--- src/rtl/core/rtdt_pkg.sv ---
// Shared constants, codes and types of the trickle DIO timer.
`default_nettype none

package rtdt_pkg;

    localparam int INTERVAL_BITS_DEF = 28;
    localparam int DIS_PERIOD_DEF    = 5;
    localparam int DRAW_BITS         = 16;

    localparam logic [15:0] RANK_INF   = 16'hFFFF;
    localparam logic [15:0] ETX_INF    = 16'd10000;
    localparam logic [15:0] LFSR_RESET = 16'd44257;

    localparam logic [7:0] MIN_INTERVAL_RESET = 8'd5;
    localparam logic [4:0] DOUBLINGS_RESET    = 5'd16;
    localparam logic [7:0] REDUNDANCY_K_RESET = 8'd1;
    localparam logic [7:0] COUNT_MAX          = 8'hFF;

    // Input operation codes.
    localparam logic [1:0] OP_TICK  = 2'd0;
    localparam logic [1:0] OP_DIO   = 2'd1;
    localparam logic [1:0] OP_DIS   = 2'd2;
    localparam logic [1:0] OP_START = 2'd3;

    // Configuration register indexes.
    localparam logic [2:0] CFG_MIN_INTERVAL = 3'd0;
    localparam logic [2:0] CFG_DOUBLINGS    = 3'd1;
    localparam logic [2:0] CFG_REDUNDANCY_K = 3'd2;
    localparam logic [2:0] CFG_IS_ROOT      = 3'd3;
    localparam logic [2:0] CFG_LFSR_SEED    = 3'd4;

    // Commands from the event decoder to the trickle timer.
    localparam logic [2:0] TCMD_NONE       = 3'd0;
    localparam logic [2:0] TCMD_TICK       = 3'd1;
    localparam logic [2:0] TCMD_CONSIST    = 3'd2;
    localparam logic [2:0] TCMD_START      = 3'd3;
    localparam logic [2:0] TCMD_START_IDLE = 3'd4;
    localparam logic [2:0] TCMD_STOP       = 3'd5;

    typedef struct packed {
        logic       go;
        logic [2:0] code;
    } t_tmr_cmd;

    typedef struct packed {
        logic done;
        logic bcast;
    } t_tmr_stat;

    typedef struct packed {
        logic [7:0] min_interval;
        logic [4:0] doublings;
        logic [7:0] redundancy_k;
    } t_tmr_cfg;

endpackage

`default_nettype wire

--- src/rtl/core/rtdt_moddiv.sv ---
// Bit-serial remainder unit: one dividend bit per cycle, restoring step.
`default_nettype none

module rtdt_moddiv import rtdt_pkg::*; #(
    parameter int INTERVAL_BITS = INTERVAL_BITS_DEF
) (
    input  logic                     i_clk,
    input  logic                     i_rst_n,
    input  logic                     i_start,
    input  logic [DRAW_BITS-1:0]     i_dividend,
    input  logic [INTERVAL_BITS-1:0] i_divisor,
    output logic                     o_done,
    output logic [DRAW_BITS-1:0]     o_rem
);

    localparam int CW       = INTERVAL_BITS + 1;
    localparam int CNT_BITS = $clog2(DRAW_BITS);

    logic                     r_busy;
    logic                     r_done;
    logic [CNT_BITS-1:0]      r_cnt;
    logic [DRAW_BITS-1:0]     r_dvd;
    logic [DRAW_BITS-1:0]     r_rem;
    logic [INTERVAL_BITS-1:0] r_dsr;

    logic [DRAW_BITS:0]   trial;
    logic [CW-1:0]        trial_ext;
    logic [CW-1:0]        dsr_ext;
    logic [CW-1:0]        diff;
    logic [DRAW_BITS-1:0] n_rem;

    // The partial remainder never exceeds the dividend prefix, so it fits the draw width.
    always_comb begin
        trial     = {r_rem, r_dvd[DRAW_BITS-1]};
        trial_ext = CW'(trial);
        dsr_ext   = CW'(r_dsr);
        diff      = trial_ext - dsr_ext;
        if (trial_ext >= dsr_ext) begin
            n_rem = diff[DRAW_BITS-1:0];
        end else begin
            n_rem = trial[DRAW_BITS-1:0];
        end
    end

    always_ff @(posedge i_clk) begin
        if (!i_rst_n) begin
            r_busy <= 1'b0;
            r_done <= 1'b0;
            r_cnt  <= '0;
        end else begin
            r_done <= 1'b0;
            if (i_start) begin
                r_busy <= 1'b1;
                r_cnt  <= '0;
            end else if (r_busy) begin
                r_cnt <= r_cnt + 1'b1;
                if (r_cnt == CNT_BITS'(DRAW_BITS - 1)) begin
                    r_busy <= 1'b0;
                    r_done <= 1'b1;
                end
            end
        end
    end

    always_ff @(posedge i_clk) begin
        if (i_start) begin
            r_dvd <= i_dividend;
            r_rem <= '0;
            r_dsr <= i_divisor;
        end else if (r_busy) begin
            r_dvd <= {r_dvd[DRAW_BITS-2:0], 1'b0};
            r_rem <= n_rem;
        end
    end

    assign o_done = r_done;
    assign o_rem  = r_rem;

endmodule

`default_nettype wire

--- src/rtl/core/rtdt_trickle.sv ---
// Trickle interval state, random generator and draw sequencing.
`default_nettype none

module rtdt_trickle import rtdt_pkg::*; #(
    parameter int INTERVAL_BITS = INTERVAL_BITS_DEF
) (
    input  logic                     i_clk,
    input  logic                     i_rst_n,
    input  t_tmr_cfg                 i_cfg,
    input  logic                     i_seed_wr,
    input  logic [DRAW_BITS-1:0]     i_seed,
    input  t_tmr_cmd                 i_cmd,
    output t_tmr_stat                o_stat,
    output logic [INTERVAL_BITS-1:0] o_interval
);

    localparam int SW = INTERVAL_BITS + 8;

    localparam logic [1:0] T_IDLE = 2'd0;
    localparam logic [1:0] T_IVL  = 2'd1;
    localparam logic [1:0] T_PICK = 2'd2;
    localparam logic [1:0] T_FIRE = 2'd3;

    logic [1:0]               r_state, n_state;
    logic [INTERVAL_BITS-1:0] r_interval, n_interval;
    logic [INTERVAL_BITS-1:0] r_fire, n_fire;
    logic [INTERVAL_BITS-1:0] r_elapsed, n_elapsed;
    logic [7:0]               r_count, n_count;
    logic                     r_running, n_running;
    logic [DRAW_BITS-1:0]     r_lfsr, n_lfsr;
    logic                     r_done, n_done;
    logic                     r_bcast, n_bcast;

    logic [7:0]               imin;
    logic [SW-1:0]            shl;
    logic                     sat;
    logic [INTERVAL_BITS-1:0] imax;
    logic [INTERVAL_BITS-1:0] lo;
    logic [INTERVAL_BITS-1:0] ivl_span;
    logic [INTERVAL_BITS-1:0] half;
    logic [INTERVAL_BITS-1:0] span;
    logic [INTERVAL_BITS-1:0] inc;
    logic [INTERVAL_BITS:0]   dbl;
    logic [INTERVAL_BITS-1:0] grown;
    logic                     fb;
    logic [DRAW_BITS-1:0]     lfsr_next;
    logic                     div_start;
    logic [INTERVAL_BITS-1:0] div_divisor;
    logic                     div_done;
    logic [DRAW_BITS-1:0]     div_rem;

    // Bounds follow the configuration; the user changes it only while idle, unenforced.
    always_comb begin
        imin = (i_cfg.min_interval == 8'd0) ? 8'd1 : i_cfg.min_interval;
        shl  = SW'(imin) << i_cfg.doublings;
        sat  = ({1'b0, i_cfg.doublings} >= 6'(INTERVAL_BITS))
            || (shl[SW-1:INTERVAL_BITS] != '0);
        imax = sat ? '1 : shl[INTERVAL_BITS-1:0];
        lo   = (INTERVAL_BITS'(imin) > imax) ? imax : INTERVAL_BITS'(imin);
        ivl_span = imax - lo + INTERVAL_BITS'(1);

        half = r_interval >> 1;
        span = r_interval - half;
        if (span == '0) begin
            span = INTERVAL_BITS'(1);
        end

        inc = r_elapsed + INTERVAL_BITS'(1);
        dbl = {r_interval, 1'b0};
        grown = (dbl < {1'b0, imax}) ? dbl[INTERVAL_BITS-1:0] : imax;
        if (grown == '0) begin
            grown = imax;
        end

        fb        = r_lfsr[0] ^ r_lfsr[2] ^ r_lfsr[3] ^ r_lfsr[5];
        lfsr_next = {fb, r_lfsr[DRAW_BITS-1:1]};
    end

    always_comb begin
        n_state     = r_state;
        n_interval  = r_interval;
        n_fire      = r_fire;
        n_elapsed   = r_elapsed;
        n_count     = r_count;
        n_running   = r_running;
        n_lfsr      = r_lfsr;
        n_done      = 1'b0;
        n_bcast     = r_bcast;
        div_start   = 1'b0;
        div_divisor = span;

        case (r_state)
            T_IDLE: begin
                if (i_cmd.go) begin
                    n_bcast = 1'b0;
                    case (i_cmd.code)
                        TCMD_TICK: begin
                            n_done = 1'b1;
                            if (r_running) begin
                                n_bcast = (inc == r_fire) && (r_count < i_cfg.redundancy_k);
                                if (inc >= r_interval) begin
                                    // Interval over: grow it and draw a new fire point.
                                    n_interval = grown;
                                    n_count    = '0;
                                    n_elapsed  = '0;
                                    n_done     = 1'b0;
                                    n_state    = T_PICK;
                                end else begin
                                    n_elapsed = inc;
                                end
                            end
                        end
                        TCMD_CONSIST: begin
                            n_done = 1'b1;
                            if (r_count != COUNT_MAX) begin
                                n_count = r_count + 8'd1;
                            end
                        end
                        TCMD_START, TCMD_START_IDLE: begin
                            if ((i_cmd.code == TCMD_START) || !r_running) begin
                                div_start   = 1'b1;
                                div_divisor = ivl_span;
                                n_lfsr      = lfsr_next;
                                n_state     = T_IVL;
                            end else begin
                                n_done = 1'b1;
                            end
                        end
                        TCMD_STOP: begin
                            n_interval = '0;
                            n_fire     = '0;
                            n_elapsed  = '0;
                            n_count    = '0;
                            n_running  = 1'b0;
                            n_done     = 1'b1;
                        end
                        default: begin
                            n_done = 1'b1;
                        end
                    endcase
                end
            end
            T_IVL: begin
                if (div_done) begin
                    n_interval = lo + INTERVAL_BITS'(div_rem);
                    n_count    = '0;
                    n_elapsed  = '0;
                    n_state    = T_PICK;
                end
            end
            T_PICK: begin
                div_start = 1'b1;
                n_lfsr    = lfsr_next;
                n_state   = T_FIRE;
            end
            T_FIRE: begin
                if (div_done) begin
                    n_fire    = INTERVAL_BITS'(div_rem) + half + INTERVAL_BITS'(1);
                    n_running = 1'b1;
                    n_done    = 1'b1;
                    n_state   = T_IDLE;
                end
            end
            default: begin
                n_state = T_IDLE;
            end
        endcase

        if (i_seed_wr) begin
            n_lfsr = (i_seed == '0) ? DRAW_BITS'(1) : i_seed;
        end
    end

    always_ff @(posedge i_clk) begin
        if (!i_rst_n) begin
            r_state    <= T_IDLE;
            r_interval <= '0;
            r_fire     <= '0;
            r_elapsed  <= '0;
            r_count    <= '0;
            r_running  <= 1'b0;
            r_lfsr     <= LFSR_RESET;
            r_done     <= 1'b0;
            r_bcast    <= 1'b0;
        end else begin
            r_state    <= n_state;
            r_interval <= n_interval;
            r_fire     <= n_fire;
            r_elapsed  <= n_elapsed;
            r_count    <= n_count;
            r_running  <= n_running;
            r_lfsr     <= n_lfsr;
            r_done     <= n_done;
            r_bcast    <= n_bcast;
        end
    end

    rtdt_moddiv #(
        .INTERVAL_BITS(INTERVAL_BITS)
    ) u_moddiv (
        .i_clk      (i_clk),
        .i_rst_n    (i_rst_n),
        .i_start    (div_start),
        .i_dividend (lfsr_next),
        .i_divisor  (div_divisor),
        .o_done     (div_done),
        .o_rem      (div_rem)
    );

    assign o_stat.done  = r_done;
    assign o_stat.bcast = r_bcast;
    assign o_interval   = r_interval;

endmodule

`default_nettype wire

--- src/rtl/core/rpl_trickle_dio_timer.sv ---
// Trickle timer for DIO pacing with rank bookkeeping, top level.
// A plain tick, DIO count or DIS passes the timer command register, the timer's done
// flag and the push state into the output register; an interval end adds one random draw
// and a (re)start two. Each draw is a bit-serial remainder over the 16 random bits: a load,
// then one bit a cycle. One item at a time, and an output stall holds the push state; the next
// item is accepted once its result is in the output register. Synchronous active-low reset.
`default_nettype none

module rpl_trickle_dio_timer import rtdt_pkg::*; #(
    parameter int INTERVAL_BITS = INTERVAL_BITS_DEF,
    parameter int DIS_PERIOD    = DIS_PERIOD_DEF
) (
    input  logic                     i_clk,
    input  logic                     i_rst_n,

    input  logic                     i_cfg_valid,
    output logic                     o_cfg_ready,
    input  logic [2:0]               i_cfg_index,
    input  logic [15:0]              i_cfg_data,

    input  logic                     i_in_valid,
    output logic                     o_in_stall,
    input  logic [1:0]               i_op,
    input  logic [15:0]              i_parent_rank,
    input  logic [15:0]              i_parent_etx,
    input  logic [7:0]               i_parent_version,
    input  logic [63:0]              i_dodag_id_high,
    input  logic [63:0]              i_dodag_id_low,

    output logic                     o_out_valid,
    input  logic                     i_out_stall,
    output logic                     o_send_dio_broadcast,
    output logic                     o_send_dio_unicast,
    output logic                     o_send_dis_multicast,
    output logic                     o_add_parent,
    output logic                     o_new_preferred_parent,
    output logic [15:0]              o_own_rank,
    output logic [15:0]              o_own_etx,
    output logic                     o_grounded,
    output logic [INTERVAL_BITS-1:0] o_interval_now
);

    localparam logic [2:0] DIS_RELOAD = 3'(DIS_PERIOD);

    // Item sequencing: take an item, let the timer work, then hand the result on.
    localparam logic [1:0] S_IDLE = 2'd0;
    localparam logic [1:0] S_WORK = 2'd1;
    localparam logic [1:0] S_PUSH = 2'd2;

    logic [1:0]  r_state;

    // Configuration registers. The seed is not kept: a write loads the generator directly.
    logic [7:0]  r_min_interval;
    logic [4:0]  r_doublings;
    logic [7:0]  r_redundancy_k;
    logic        r_is_root;

    // Node bookkeeping.
    logic [15:0] r_rank, n_rank;
    logic [15:0] r_etx, n_etx;
    logic [7:0]  r_version, n_version;
    logic [63:0] r_dodag_hi, n_dodag_hi;
    logic [63:0] r_dodag_lo, n_dodag_lo;
    logic        r_grounded, n_grounded;
    logic        r_dis_active, n_dis_active;
    logic [2:0]  r_dis_cd, n_dis_cd;

    // Flags of the item in flight.
    logic        r_ucast, n_ucast;
    logic        r_dis, n_dis;
    logic        r_addp, n_addp;
    logic        r_newp, n_newp;
    logic        r_bcast;
    logic [2:0]  n_code;
    t_tmr_cmd    r_cmd;

    // Output register.
    logic        r_out_valid;
    logic        r_out_bcast;
    logic        r_out_ucast;
    logic        r_out_dis;
    logic        r_out_addp;
    logic        r_out_newp;
    logic [15:0] r_out_rank;
    logic [15:0] r_out_etx;
    logic        r_out_grounded;
    logic [INTERVAL_BITS-1:0] r_out_interval;

    logic                     in_acc;
    logic                     out_load;
    logic [16:0]              pr1;
    logic [16:0]              pe1;
    logic                     seed_wr;
    t_tmr_cfg                 tmr_cfg;
    t_tmr_stat                tmr_stat;
    logic [INTERVAL_BITS-1:0] interval;

    assign in_acc   = i_in_valid && (r_state == S_IDLE);
    assign out_load = (r_state == S_PUSH) && (!r_out_valid || !i_out_stall);
    assign seed_wr  = i_cfg_valid && (i_cfg_index == CFG_LFSR_SEED);

    assign tmr_cfg.min_interval = r_min_interval;
    assign tmr_cfg.doublings    = r_doublings;
    assign tmr_cfg.redundancy_k = r_redundancy_k;

    // Decode of an item. The node state changes at accept; the timer command
    // is registered for the cycle after, and its broadcast flag comes back with done.
    always_comb begin
        n_rank       = r_rank;
        n_etx        = r_etx;
        n_version    = r_version;
        n_dodag_hi   = r_dodag_hi;
        n_dodag_lo   = r_dodag_lo;
        n_grounded   = r_grounded;
        n_dis_active = r_dis_active;
        n_dis_cd     = r_dis_cd;
        n_ucast      = 1'b0;
        n_dis        = 1'b0;
        n_addp       = 1'b0;
        n_newp       = 1'b0;
        n_code       = TCMD_NONE;

        pr1 = {1'b0, i_parent_rank} + 17'd1;
        pe1 = {1'b0, i_parent_etx} + 17'd1;

        case (i_op)
            OP_TICK: begin
                n_code = TCMD_TICK;
                // A floating node repeats its DIS every DIS_PERIOD ticks.
                if (r_dis_active) begin
                    if (r_dis_cd <= 3'd1) begin
                        n_dis    = 1'b1;
                        n_dis_cd = DIS_RELOAD;
                    end else begin
                        n_dis_cd = r_dis_cd - 3'd1;
                    end
                end
            end
            OP_DIO: begin
                n_dis_active = 1'b0;
                n_dis_cd     = '0;
                // The root ignores DIOs.
                if (r_rank > 16'd1) begin
                    n_addp = (i_parent_rank < r_rank);
                    if ((r_rank == RANK_INF) || ({1'b0, r_rank} > pr1)) begin
                        // Better parent: adopt it and restart the timer.
                        n_newp     = 1'b1;
                        n_rank     = pr1[16] ? RANK_INF : pr1[15:0];
                        n_etx      = pe1[16] ? 16'hFFFF : pe1[15:0];
                        n_version  = i_parent_version;
                        n_dodag_hi = i_dodag_id_high;
                        n_dodag_lo = i_dodag_id_low;
                        n_grounded = 1'b1;
                        n_code     = TCMD_START;
                    end else begin
                        n_code = TCMD_CONSIST;
                    end
                end
            end
            OP_DIS: begin
                if (r_grounded) begin
                    n_ucast = 1'b1;
                    n_code  = TCMD_START_IDLE;
                end
            end
            OP_START: begin
                n_code = TCMD_STOP;
                if (r_is_root) begin
                    n_rank       = 16'd1;
                    n_etx        = 16'd0;
                    n_version    = 8'd1;
                    n_grounded   = 1'b1;
                    n_dis_active = 1'b0;
                    n_dis_cd     = '0;
                end else begin
                    n_rank       = RANK_INF;
                    n_etx        = ETX_INF;
                    n_version    = 8'd0;
                    n_dodag_hi   = '1;
                    n_dodag_lo   = '1;
                    n_grounded   = 1'b0;
                    n_dis_active = 1'b1;
                    n_dis        = 1'b1;
                    n_dis_cd     = DIS_RELOAD;
                end
            end
            default: begin
                n_code = TCMD_NONE;
            end
        endcase
    end

    always_ff @(posedge i_clk) begin
        if (!i_rst_n) begin
            r_state        <= S_IDLE;
            r_min_interval <= MIN_INTERVAL_RESET;
            r_doublings    <= DOUBLINGS_RESET;
            r_redundancy_k <= REDUNDANCY_K_RESET;
            r_is_root      <= 1'b0;
            r_rank         <= RANK_INF;
            r_etx          <= ETX_INF;
            r_version      <= 8'd0;
            r_dodag_hi     <= '1;
            r_dodag_lo     <= '1;
            r_grounded     <= 1'b0;
            r_dis_active   <= 1'b0;
            r_dis_cd       <= '0;
            r_cmd          <= '0;
            r_out_valid    <= 1'b0;
        end else begin
            if (i_cfg_valid) begin
                case (i_cfg_index)
                    CFG_MIN_INTERVAL: r_min_interval <= i_cfg_data[7:0];
                    CFG_DOUBLINGS:    r_doublings    <= i_cfg_data[4:0];
                    CFG_REDUNDANCY_K: r_redundancy_k <= i_cfg_data[7:0];
                    CFG_IS_ROOT:      r_is_root      <= i_cfg_data[0];
                    default: begin
                    end
                endcase
            end

            // The timer command is a one-cycle pulse for each accepted item.
            r_cmd.go   <= in_acc;
            r_cmd.code <= n_code;

            case (r_state)
                S_IDLE: begin
                    if (in_acc) begin
                        r_rank       <= n_rank;
                        r_etx        <= n_etx;
                        r_version    <= n_version;
                        r_dodag_hi   <= n_dodag_hi;
                        r_dodag_lo   <= n_dodag_lo;
                        r_grounded   <= n_grounded;
                        r_dis_active <= n_dis_active;
                        r_dis_cd     <= n_dis_cd;
                        r_state      <= S_WORK;
                    end
                end
                S_WORK: begin
                    if (tmr_stat.done) begin
                        r_state <= S_PUSH;
                    end
                end
                S_PUSH: begin
                    if (out_load) begin
                        r_state <= S_IDLE;
                    end
                end
                default: begin
                    r_state <= S_IDLE;
                end
            endcase

            if (out_load) begin
                r_out_valid <= 1'b1;
            end else if (!i_out_stall) begin
                r_out_valid <= 1'b0;
            end
        end
    end

    // Payload registers, no reset needed.
    always_ff @(posedge i_clk) begin
        if (in_acc) begin
            r_ucast <= n_ucast;
            r_dis   <= n_dis;
            r_addp  <= n_addp;
            r_newp  <= n_newp;
        end
        if ((r_state == S_WORK) && tmr_stat.done) begin
            r_bcast <= tmr_stat.bcast;
        end
        if (out_load) begin
            r_out_bcast    <= r_bcast;
            r_out_ucast    <= r_ucast;
            r_out_dis      <= r_dis;
            r_out_addp     <= r_addp;
            r_out_newp     <= r_newp;
            r_out_rank     <= r_rank;
            r_out_etx      <= r_etx;
            r_out_grounded <= r_grounded;
            r_out_interval <= interval;
        end
    end

    rtdt_trickle #(
        .INTERVAL_BITS(INTERVAL_BITS)
    ) u_trickle (
        .i_clk      (i_clk),
        .i_rst_n    (i_rst_n),
        .i_cfg      (tmr_cfg),
        .i_seed_wr  (seed_wr),
        .i_seed     (i_cfg_data),
        .i_cmd      (r_cmd),
        .o_stat     (tmr_stat),
        .o_interval (interval)
    );

    assign o_cfg_ready            = 1'b1;
    assign o_in_stall             = (r_state != S_IDLE);
    assign o_out_valid            = r_out_valid;
    assign o_send_dio_broadcast   = r_out_bcast;
    assign o_send_dio_unicast     = r_out_ucast;
    assign o_send_dis_multicast   = r_out_dis;
    assign o_add_parent           = r_out_addp;
    assign o_new_preferred_parent = r_out_newp;
    assign o_own_rank             = r_out_rank;
    assign o_own_etx              = r_out_etx;
    assign o_grounded             = r_out_grounded;
    assign o_interval_now         = r_out_interval;

endmodule

`default_nettype wire

--- config.mk ---
export PLATFORM = sky130hd
export DESIGN_NAME = rpl_trickle_dio_timer
export DESIGN_NICKNAME = d
export VERILOG_FILES = /design/src/rtl/core/rtdt_pkg.sv /design/src/rtl/core/rtdt_moddiv.sv /design/src/rtl/core/rtdt_trickle.sv /design/src/rtl/core/rpl_trickle_dio_timer.sv
export SDC_FILE = /design/constraint.sdc
export NUM_CORES = 1
export LEC_CHECK = 0
export BUFFER_PORTS_ARGS = -buffer_cell sky130_fd_sc_hd__buf_2
export CAP_MARGIN = 5
export CORE_UTILIZATION = 56
export CTS_CLUSTER_DIAMETER = 120
export DETAILED_ROUTE_END_ITERATION = 8
export PLACE_DENSITY_LB_ADDON = 0.05
export SYNTH_ARGS = -nofsm -noshare
export SYNTH_HDL_FRONTEND = slang
export SYNTH_SLANG_ARGS = --single-unit
--- constraint.sdc ---
create_clock -name i_clk -period 9.1 [get_ports i_clk]
set_clock_uncertainty 0.15 [all_clocks]
set_input_delay 1.82 -clock i_clk [delete_from_list [all_inputs] [get_ports i_clk]]
set_output_delay 1.82 -clock i_clk [all_outputs]
set_load 0.02 [all_outputs]
# Word level (Yosys, flattened, before mapping)
# Index checks and enable logic that the tools add are counted.
# totals
input_bits,194
mem_bits_rw,0
latch_bits,0
output_inout_bits,69
rom_bits,0
reg_bits,316
memories,0
# op_classes
div_mod_pow,0
bitwise,5
reduce_logical,47
shift,1
muxes,106
addsub,13
n_eq_ne,42
mul,0
order_cmp,10
# op_table
operator,count
2-to-1 mux 28 bit,20
one-hot mux 28 bit (2 select lines),5
2-to-1 mux 16 bit,15
one-hot mux 16 bit (2 select lines),3
adder 28 x 1 -> 28 bit (second input constant),3
zero test 28 bit,2
2-to-1 mux 8 bit,6
<< shifter 8 x 5 -> 36 bit,1
adder 16 x 1 -> 17 bit (second input constant),2
less-than comparator 29 x 28 -> 1 bit,1
adder 16 x 27 -> 28 bit,1
adder 28 x 16 -> 28 bit,1
equality test 28 bit,1
greater-or-equal comparator 17 x 28 -> 1 bit,1
greater-or-equal comparator 28 bit,1
> comparator 8 x 28 -> 1 bit,1
2-to-1 mux 1 bit,28
subtractor 28 x 27 -> 28 bit,1
subtractor 28 bit,1
one-hot mux 8 bit (3 select lines),1
2-to-1 mux 2 bit,10
inequality test 2 bit (second input constant),9
> comparator 16 x 17 -> 1 bit,1
equality test 16 bit (second input constant),1
other kinds (49),108

# Logic depth before layout (Yosys ltp)
# Gate-level depths: netlist (run 1).
# depth
depth_word,15
mapped_depth,36
ltp_nobuf,34

# Modules after synthesis
# Synthesis (run 1) repeated with hierarchy kept, for this count alone.
# unflattened
cells_unflattened,2709
hier_area_um2,23406.2
# by_module_without_submodules
module,seq_area_each_um2,cells_each,n_inst,area_per_inst_um2
rtdt_trickle,2262.2,1790,1,13538.0
rpl_trickle_dio_timer,3453.3,610,1,6424.9
rtdt_moddiv,1761.7,309,1,3443.3

# Worst setup path after synthesis (run 1)
# No wires, ideal clock.
# synth_path
path_kind,register to register
startpoint,register r_doublings[0]
endpoint,register u_trickle.u_moddiv.r_dsr[24] (data pin)
setup_slack_ps,1476
path_stages_with_launch,35
arrival_time_ps,7206
period_less_slack_ps,7624
required_time_ps,8682
path_cell_list,dfxtp_1 > buf_2 > or4b_2 > o211a_1 > o31a_1 > nor2_1 > or2_1 > buf_2 > nand2_4 > o21ai_0 > inv_1 > ha_1 > nor2b_1 > o21ai_0 > nand2b_1 > a21oi_1 > o21ai_0 > o21ai_0 > nor4b_1 > or4b_4 > nor4_4 > buf_6 > mux2i_1 > ha_1 > ha_1 > a211o_1 > a211oi_1 > o21ai_0 > a41oi_1 > o211ai_1 > o41ai_1 > o21bai_1 > a21oi_1 > xor2_1 > o21ai_0
# synth_via
elab_chain_cells,12
elab_cells_between_ends,13
classes_between,add/sub (2); order compare (2); shift (1); mux (6); reduce/logical (2)
# synth_lines
element,line,text
start: declaration,rpl_trickle_dio_timer.sv:54,logic [4:0] r_doublings;
start signal: assignment,rpl_trickle_dio_timer.sv:214,CFG_DOUBLINGS: r_doublings <= i_cfg_data[4:0];
<< shifter 8 x 5 -> 36 bit,rtdt_trickle.sv:55,shl = SW'(imin) << i_cfg.doublings;
nonzero test 8 bit,rtdt_trickle.sv:57,|| (shl[SW-1:INTERVAL_BITS] != '0);
logical OR 1 bit,rtdt_trickle.sv:57,
2-to-1 mux 28 bit *,rtdt_trickle.sv:58,imax = sat ? '1 : shl[INTERVAL_BITS-1:0];
> comparator 8 x 28 -> 1 bit,rtdt_trickle.sv:59,lo = (INTERVAL_BITS'(imin) > imax) ? imax : INTERVAL_BITS'(imin);
2-to-1 mux 28 bit,rtdt_trickle.sv:59,
subtractor 28 bit *,rtdt_trickle.sv:60,ivl_span = imax - lo + INTERVAL_BITS'(1);
adder 28 x 1 -> 28 bit *,rtdt_trickle.sv:60,
2-to-1 mux 28 bit *,rtdt_trickle.sv:120,if ((i_cmd.code == TCMD_START) || !r_running) begin
2-to-1 mux 28 bit *,rtdt_trickle.sv:96,case (i_cmd.code)
2-to-1 mux 28 bit *,rtdt_trickle.sv:94,if (i_cmd.go) begin
2-to-1 mux 28 bit *,rtdt_trickle.sv:92,case (r_state)
via u_trickle.div_divisor[24],rtdt_trickle.sv:48,logic [INTERVAL_BITS-1:0] div_divisor;
end signal: assignment,rtdt_moddiv.sv:69,r_dsr <= i_divisor;
end: declaration,rtdt_moddiv.sv:24,logic [INTERVAL_BITS-1:0] r_dsr;
# Mark *: on every way through the listed nets, which the timed path passes. The rest lies on a longest branch.
# A chain may end at the register's enable or synchronous reset.

# Worst setup path after layout (run 1)
# layout_path
startpoint,register r_min_interval[5]
endpoint,"register u_trickle.r_interval[16], in the netlist u_trickle.o_interval[16]"
# layout_via
elab_chain_cells,15
elab_cells_between_ends,19
classes_between,add/sub (1); order compare (2); shift (1); mux (11); reduce/logical (4)
# layout_lines
element,line,text
start: declaration,rpl_trickle_dio_timer.sv:53,logic [7:0] r_min_interval;
start signal: assignment,rpl_trickle_dio_timer.sv:213,CFG_MIN_INTERVAL: r_min_interval <= i_cfg_data[7:0];
zero test 8 bit,rtdt_trickle.sv:54,imin = (i_cfg.min_interval == 8'd0) ? 8'd1 : i_cfg.min_interval;
2-to-1 mux 8 bit *,rtdt_trickle.sv:54,
branches (longest 12 deep; another with > comparator 8 x 28 -> 1 bit),n/a,
one-hot mux 28 bit (2 select lines) *,rtdt_trickle.sv:92,
end signal: assignment,rtdt_trickle.sv:187,r_interval <= n_interval;
end: declaration,rtdt_trickle.sv:25,"logic [INTERVAL_BITS-1:0] r_interval, n_interval;"
# Mark *: on every way between the ends. The select of a mux whose other input is x is not followed.

==> metrics, run 1 <==
final net count about 3,300; fillers around 3,600; placed insts between 3,000 and 4,000; Hold Path Class reg2reg; CP Data Arrival Time ~8900 ps; RSZ-0062 raised after global routing false; status finished, final reports clean; worst vdd ir 0.000164 V; largest net degree at the start of global routing between 60 and 70; WL/cell between 15 and 20 um; final period utilization approximately 95%; Die X 205 um; clock network power share 26.7%; CP max stage cell or4b_2; IO Port Bufs roughly 130; drt total wl between 60,000 and 70,000 um; Max-slew headroom between 10% and 20%; Final Setup Violations 0; number of setup buffers added after CTS 0; Root Buffer clkbuf_16; Gate power share around 40%; Num CTS Buffers 37; sequential share of the synthesized area about a third; pwr dens around 230 nW/um2; Die Ht roughly 200 um; switching pwr 2.23 mW; clk buf depth 3; antenna-violating nets left 0; most frequent cells in the layout nand2_1 (343), ha_1 (237), a21oi_1 (236); Ports 263; sequential power share roughly a third; RD Place Congestion ~0.94; Max H-tree Level 2; Synth cell types just over 90; TritonRoute pass-1 iters 7; most frequent cell on the critical path o21ai_0; total negative setup slack 0 ps; worst-margin pin slew 1330 ps; CP Launch Type register; TritonCTS clock tree done; Final Instance Count excl. Fillers 3,437; Skew-Pair Late Insertion Delay roughly 550 ps; hold buffer count at CTS 0; P&R area growth vs syn 11.0%; layout cells sized above 1 under 10%; area of the core about 40,000 um2; Max Clk Rate between 0.1 and 0.15 GHz; Crit. End Element register; Post-DP HPWL between 50,000 and 60,000 um; vias post-DR around 21,000; Yosys Warn Count 0; vias in the first global route between 20,000 and 25,000; DR iter-0 viols roughly 1,400; syn avg cell area approximately 8.3 um2; CP Max Fanout 11; max-cap violations 0; P_int about 3.6 mW; grt ovf 0; Worst Path Required between 9000 and 10,000 ps; critical path class reg2reg; DRC viols 0; leading cell type in the layout, fill and taps excluded nand2_1; Synth Cell Area ~23,000 um2; GRT Resource Usage Total between 30% and 40%; cts repair resizes 0; Mapped Cells approximately 2,800; min cycle time layout approximately 8600 ps; Clock Sinks about 320; number of cell rows 73; Final Total Pwr a little under 6 mW; global-route wire length before repair approximately 110,000 um; EDFF count, synth about 120; number of hold violations in the final report 0; initial antenna violation count 1; Diodes inserted 0; Final Max Slew Viols 0; Lkg Pwr between 10 and 15 nW; Starting Density 57.3%; FF+latch count, synth about 320; ys async rst share 0%; die footprint 41,900 um2; CP peak stage delay 670 ps; Sw Share 38.4%; Clock Pin Slew Worst Setup and Hold Paths ~60 ps; mean number of vias per cell between 6 and 7; dominant synthesized flop cell dfxtp_1
[worst paths after layout]
check,start,end,slack [ps],cells after the start
min,r_dis$_DFFE_PP_,o_send_dis_multicast$_DFFE_PP_,270,0
max reg2reg,r_min_interval[5]$_SDFFE_PN0P_,u_trickle.o_interval[16]$_SDFFE_PN0P_,490,29
max,r_min_interval[5]$_SDFFE_PN0P_,u_trickle.o_interval[16]$_SDFFE_PN0P_,490,29
min reg2reg,r_dis$_DFFE_PP_,o_send_dis_multicast$_DFFE_PP_,270,0
[metrics by stage]
step                hold WS, ps  util, %  instance area [um2]  setup slack [ps]
floorplan                   250        -                23100              1480
detailed placement          255     60.4                24300               289
global route                288     63.6                25600              49.0
finish                      268     63.6                25600               491
CTS                         269     63.5                25500               241
global placement            257     60.4                24300               482
[metal layers]
| metal | up-vias | part of all wire, % | global-route usage, % |
|---|---|---|---|
| met5 | - | 0.019 | 0 |
| met4 | 2 | 4.7 | 15.9 |
| met3 | 176 | 5.4 | 4.79 |
| met2 | 636 | 47 | 54.5 |
| met1 | 9976 | 43 | 41.1 |
| li1 | 10300 | - | - |
[worst max-delay path: cells and delay by family (launching register included)]
family	cells	cell delay, ps
DFF	1	420
AOI/OAI and AO/OA	13	3400
muxes	1	130
buffers and inverters	3	560
adders and majority gates	3	950
and+or+nand+nor	9	2880
[kinds of logic after synthesis]
logic type | synth area share (%)
compound gates | 20.4
flops | 32.5
other cells | 0.0326
xor+xnor | 5.78
mux | 2.94
fa+ha+maj | 13.3
buf+inv | 4.63
simple gates | 20.4
[power groups by stage]
stage / combinational [mW] / sequential, mW / clock [mW]
3_5_place_dp: 2.33 / 1.90 / 0
3_3_place_gp: 2.27 / 1.89 / 0
4_1_cts: 2.34 / 1.87 / 1.57
6_report: 2.39 / 1.87 / 1.55
2_1_floorplan: 1.76 / 1.84 / 0
5_1_grt: 2.64 / 1.89 / 1.62
[synth_stat cells (8+ instances only)]
library cell	n	area, um2
o21bai_1	9	67.6
a211oi_1	34	255
nor2b_1	33	206
ha_1	237	2970
nor3_1	51	255
nand2_1	343	1290
and3_1	25	156
mux2_2	8	90.1
and4_1	8	70.1
edfxtp_1	115	3450
o31ai_1	9	67.6
buf_1	9	33.8
clkbuf_1	101	379
mux2i_1	44	440
or3_1	24	150
a21o_1	49	368
nor4_1	29	181
o21a_1	28	210
xor2_1	54	473
a22oi_1	14	105
inv_1	158	593
a21boi_0	13	97.6
nor2_1	212	796
nand3b_1	16	120
nand4_1	38	238
a31oi_1	19	119
dfxtp_1	201	4020
o211ai_1	30	225
a211o_1	28	245
and2_1	13	81.3
or2_2	10	62.6
nand2b_1	31	194
xnor2_1	98	858
a21oi_1	239	1200
o21ai_0	200	1000
nand3_1	97	485
[state kept, by name, summed over array words and instances (netlist names), 5 cells and up]
name and flops:
u_trickle.r_lfsr 16, r_redundancy_k 8, r_rank 16, u_trickle.o_interval 28, u_trickle.r_count 8, u_trickle.r_elapsed 28
o_interval_now 28, u_trickle.u_moddiv.r_dvd 16, r_doublings 5, u_trickle.u_moddiv.o_rem 16, r_min_interval 8, u_trickle.u_moddiv.r_dsr 28
u_trickle.r_fire 28, o_own_etx 16, o_own_rank 16, r_etx 16
[cell type report]
cell class	instances	area [um2]	share of cell area [%]
inverters	160	602	2.36
clock inverters	17	185	0.725
multi-input cells	2196	14600	57.0
repair buffers	173	986	3.86
flip-flops and latches	316	7480	29.3
clock buffers	50	1080	4.22
well taps	525	657	2.57
Power figures use the tool's default switching activity.
==> inputs of run 2 (changes only) <==
Settings changed: CORE_UTILIZATION 56 to 55.
==> run 2 against run 1 <==
Against the previous run:
- the flow now finishes with violations (design-rule violations)
- first-iteration DRC count up 5.7%
- power is 0.45% higher
- cell count increased by 0.58%
- register-to-register slack improved by 20 ps
- core utilization fell by 1.2 points
- worst setup slack gained 22 ps
- via count is 0.53% lower
- clock power about the same
- global-route usage is 0.78 points lower
- non-clock buffer count is 7 higher
- combinational power hardly changed
- sequential share of layout area shrank 0.081 points
- critical endpoint is now u_trickle.u_moddiv.r_dsr[27]$_DFFE_PP_
==> metrics, run 2 (synthesis gave the netlist of run 1 again) <==
status complete, but fails checks; violated checks design-rule violations; initial antenna violation count 4; antenna-violating nets left 0; final period utilization a little over nine tenths; total negative setup slack 0 ps; clk buf depth 3; Ports approximately 260; Final Setup Violations 0; Num CTS Buffers 38; Hold Path Class reg2reg; Max Clk Rate approximately 0.12 GHz; grt ovf 0; layout cells sized above 1 ~10%; min cycle time layout 8590 ps; GR Layer Usage met2 between 50% and 60%; Post-DP HPWL between 50,000 and 60,000 um; CP max stage cell mux4_2; Starting Density a little under three fifths; Skew-Pair Late Insertion Delay 580 ps; most frequent cells in the layout nand2_1 (343), ha_1 (237), a21oi_1 (235); Final Max Slew Viols 0; vias post-DR 20,900; Final Util between 60 and 70%; DRC viols 8; Root Buffer clkbuf_16; worst vdd ir ~0.00022 V; global-route wire length before repair roughly 110,000 um; Die X 207 um; worst-margin pin slew ~1200 ps; Max H-tree Level 2; Clock Pin Slew Worst Setup and Hold Paths roughly 60 ps; Worst Path Required 9280 ps; Setup WS post-layout 513 ps; Die Ht 207 um; dpl ws approximately 480 ps; met3 Use GR 4.49%; number of cell rows 74; pwr dens roughly 230 nW/um2; CP Data Arrival Time roughly 8800 ps; Max-slew headroom ~22%; drt total wl 68,700 um; GRT Resource Usage Total a little under a third; critical path class reg2reg; vias in the first global route ~20,000; die footprint 42,700 um2; leading cell type in the layout, fill and taps excluded nand2_1; max-cap violations 0; hold buffer count at CTS 0; number of hold violations in the final report 0; IO Port Bufs about 130; Lkg Pwr ~11 nW; TritonRoute pass-1 iters 9; DR iter-0 viols approximately 1,400; TritonCTS clock tree done; final net count 3,328; CP peak stage delay roughly 620 ps; layer with the highest usage met2; Crit. End Element register; reg-to-reg slack, setup slightly above 500 ps; WL/cell around 20 um; area of the core between 40,000 and 50,000 um2; Final Total Pwr 5.82 mW; most frequent cell on the critical path o21ai_0; Clock Sinks between 300 and 400; P&R area growth vs syn 11.3%; CP Launch Type register; met1 Usage GRT 40.3%; CP Max Fanout 19; RD Place Congestion ~1; largest net degree at the start of global routing 67; mean number of vias per cell between 6 and 7
-- run 2: changes by cell type in the layout (fill, tap and decap cells not counted), moves of 2 or more --
cell	delta
buf_4	+7
clkinvlp_4	-4
clkinv_2	+3
diode_2	+3
inv_6	+3
clkbuf_16	-2
clkinv_1	+2
-- run 2: worst paths after layout --
kind	from	end	depth (start not counted)
setup / recovery	r_doublings[0]$_SDFFE_PN0P_	u_trickle.u_moddiv.r_dsr[27]$_DFFE_PP_	36
hold / removal	r_newp$_SDFFCE_PN0P_	o_new_preferred_parent$_DFFE_PP_	0
setup reg to reg	r_doublings[0]$_SDFFE_PN0P_	u_trickle.u_moddiv.r_dsr[27]$_DFFE_PP_	36
hold reg to reg	r_newp$_SDFFCE_PN0P_	o_new_preferred_parent$_DFFE_PP_	0
-- run 2: timing repair --
| item | CTS | global route |
|---|---|---|
| buffers inserted | 0 | 2 |
| resized for setup | 0 | 6 |
| setup endpoints to repair | 0 | 6 |
-- run 2: power by group --
part | leakage, nW | switching (mW) | internal, mW
clock network | 0.614 | 0.642 | 0.900
registers | 2.65 | 0.180 | 1.73
logic | 7.54 | 1.44 | 0.932
-- run 2: final cells by class --
cell class	instances	area [um2]
antenna	3	7.51
clock buffer	49	1030
clock inverter	21	233
fill	3685	15500
inverter	160	602
multi-input combinational	2196	14600
sequential	316	7480
tap	532	666
timing repair buffer	180	1040
-- run 2: worst max-delay path, delay by kind of cell, from the launching register on --
kind / cells / cell delay [ps]
DFF: 1 / 340
buffers and inverters: 5 / 750
adders and majority gates: 4 / 880
and+or+nand+nor: 12 / 2690
AOI/OAI and AO/OA: 13 / 2520
muxes: 2 / 1010
-- run 2: metrics by stage --
stage / area, um2 / std cells / hold slack, ps
3_3_place_gp: 24300 / 3382 / 253
4_1_cts: 25600 / 3452 / 272
2_1_floorplan: 23100 / 2791 / 250
5_1_grt: 25600 / 3456 / 284
3_5_place_dp: 24300 / 3382 / 257
6_report: 25600 / 3457 / 274
-- run 2: metal layers --
metal | up-vias | routed length (um)
li1 | 10300 | -
met1 | 9881 | 29600
met2 | 618 | 31900
met3 | 155 | 3650
met4 | 2 | 3490
met5 | - | 9
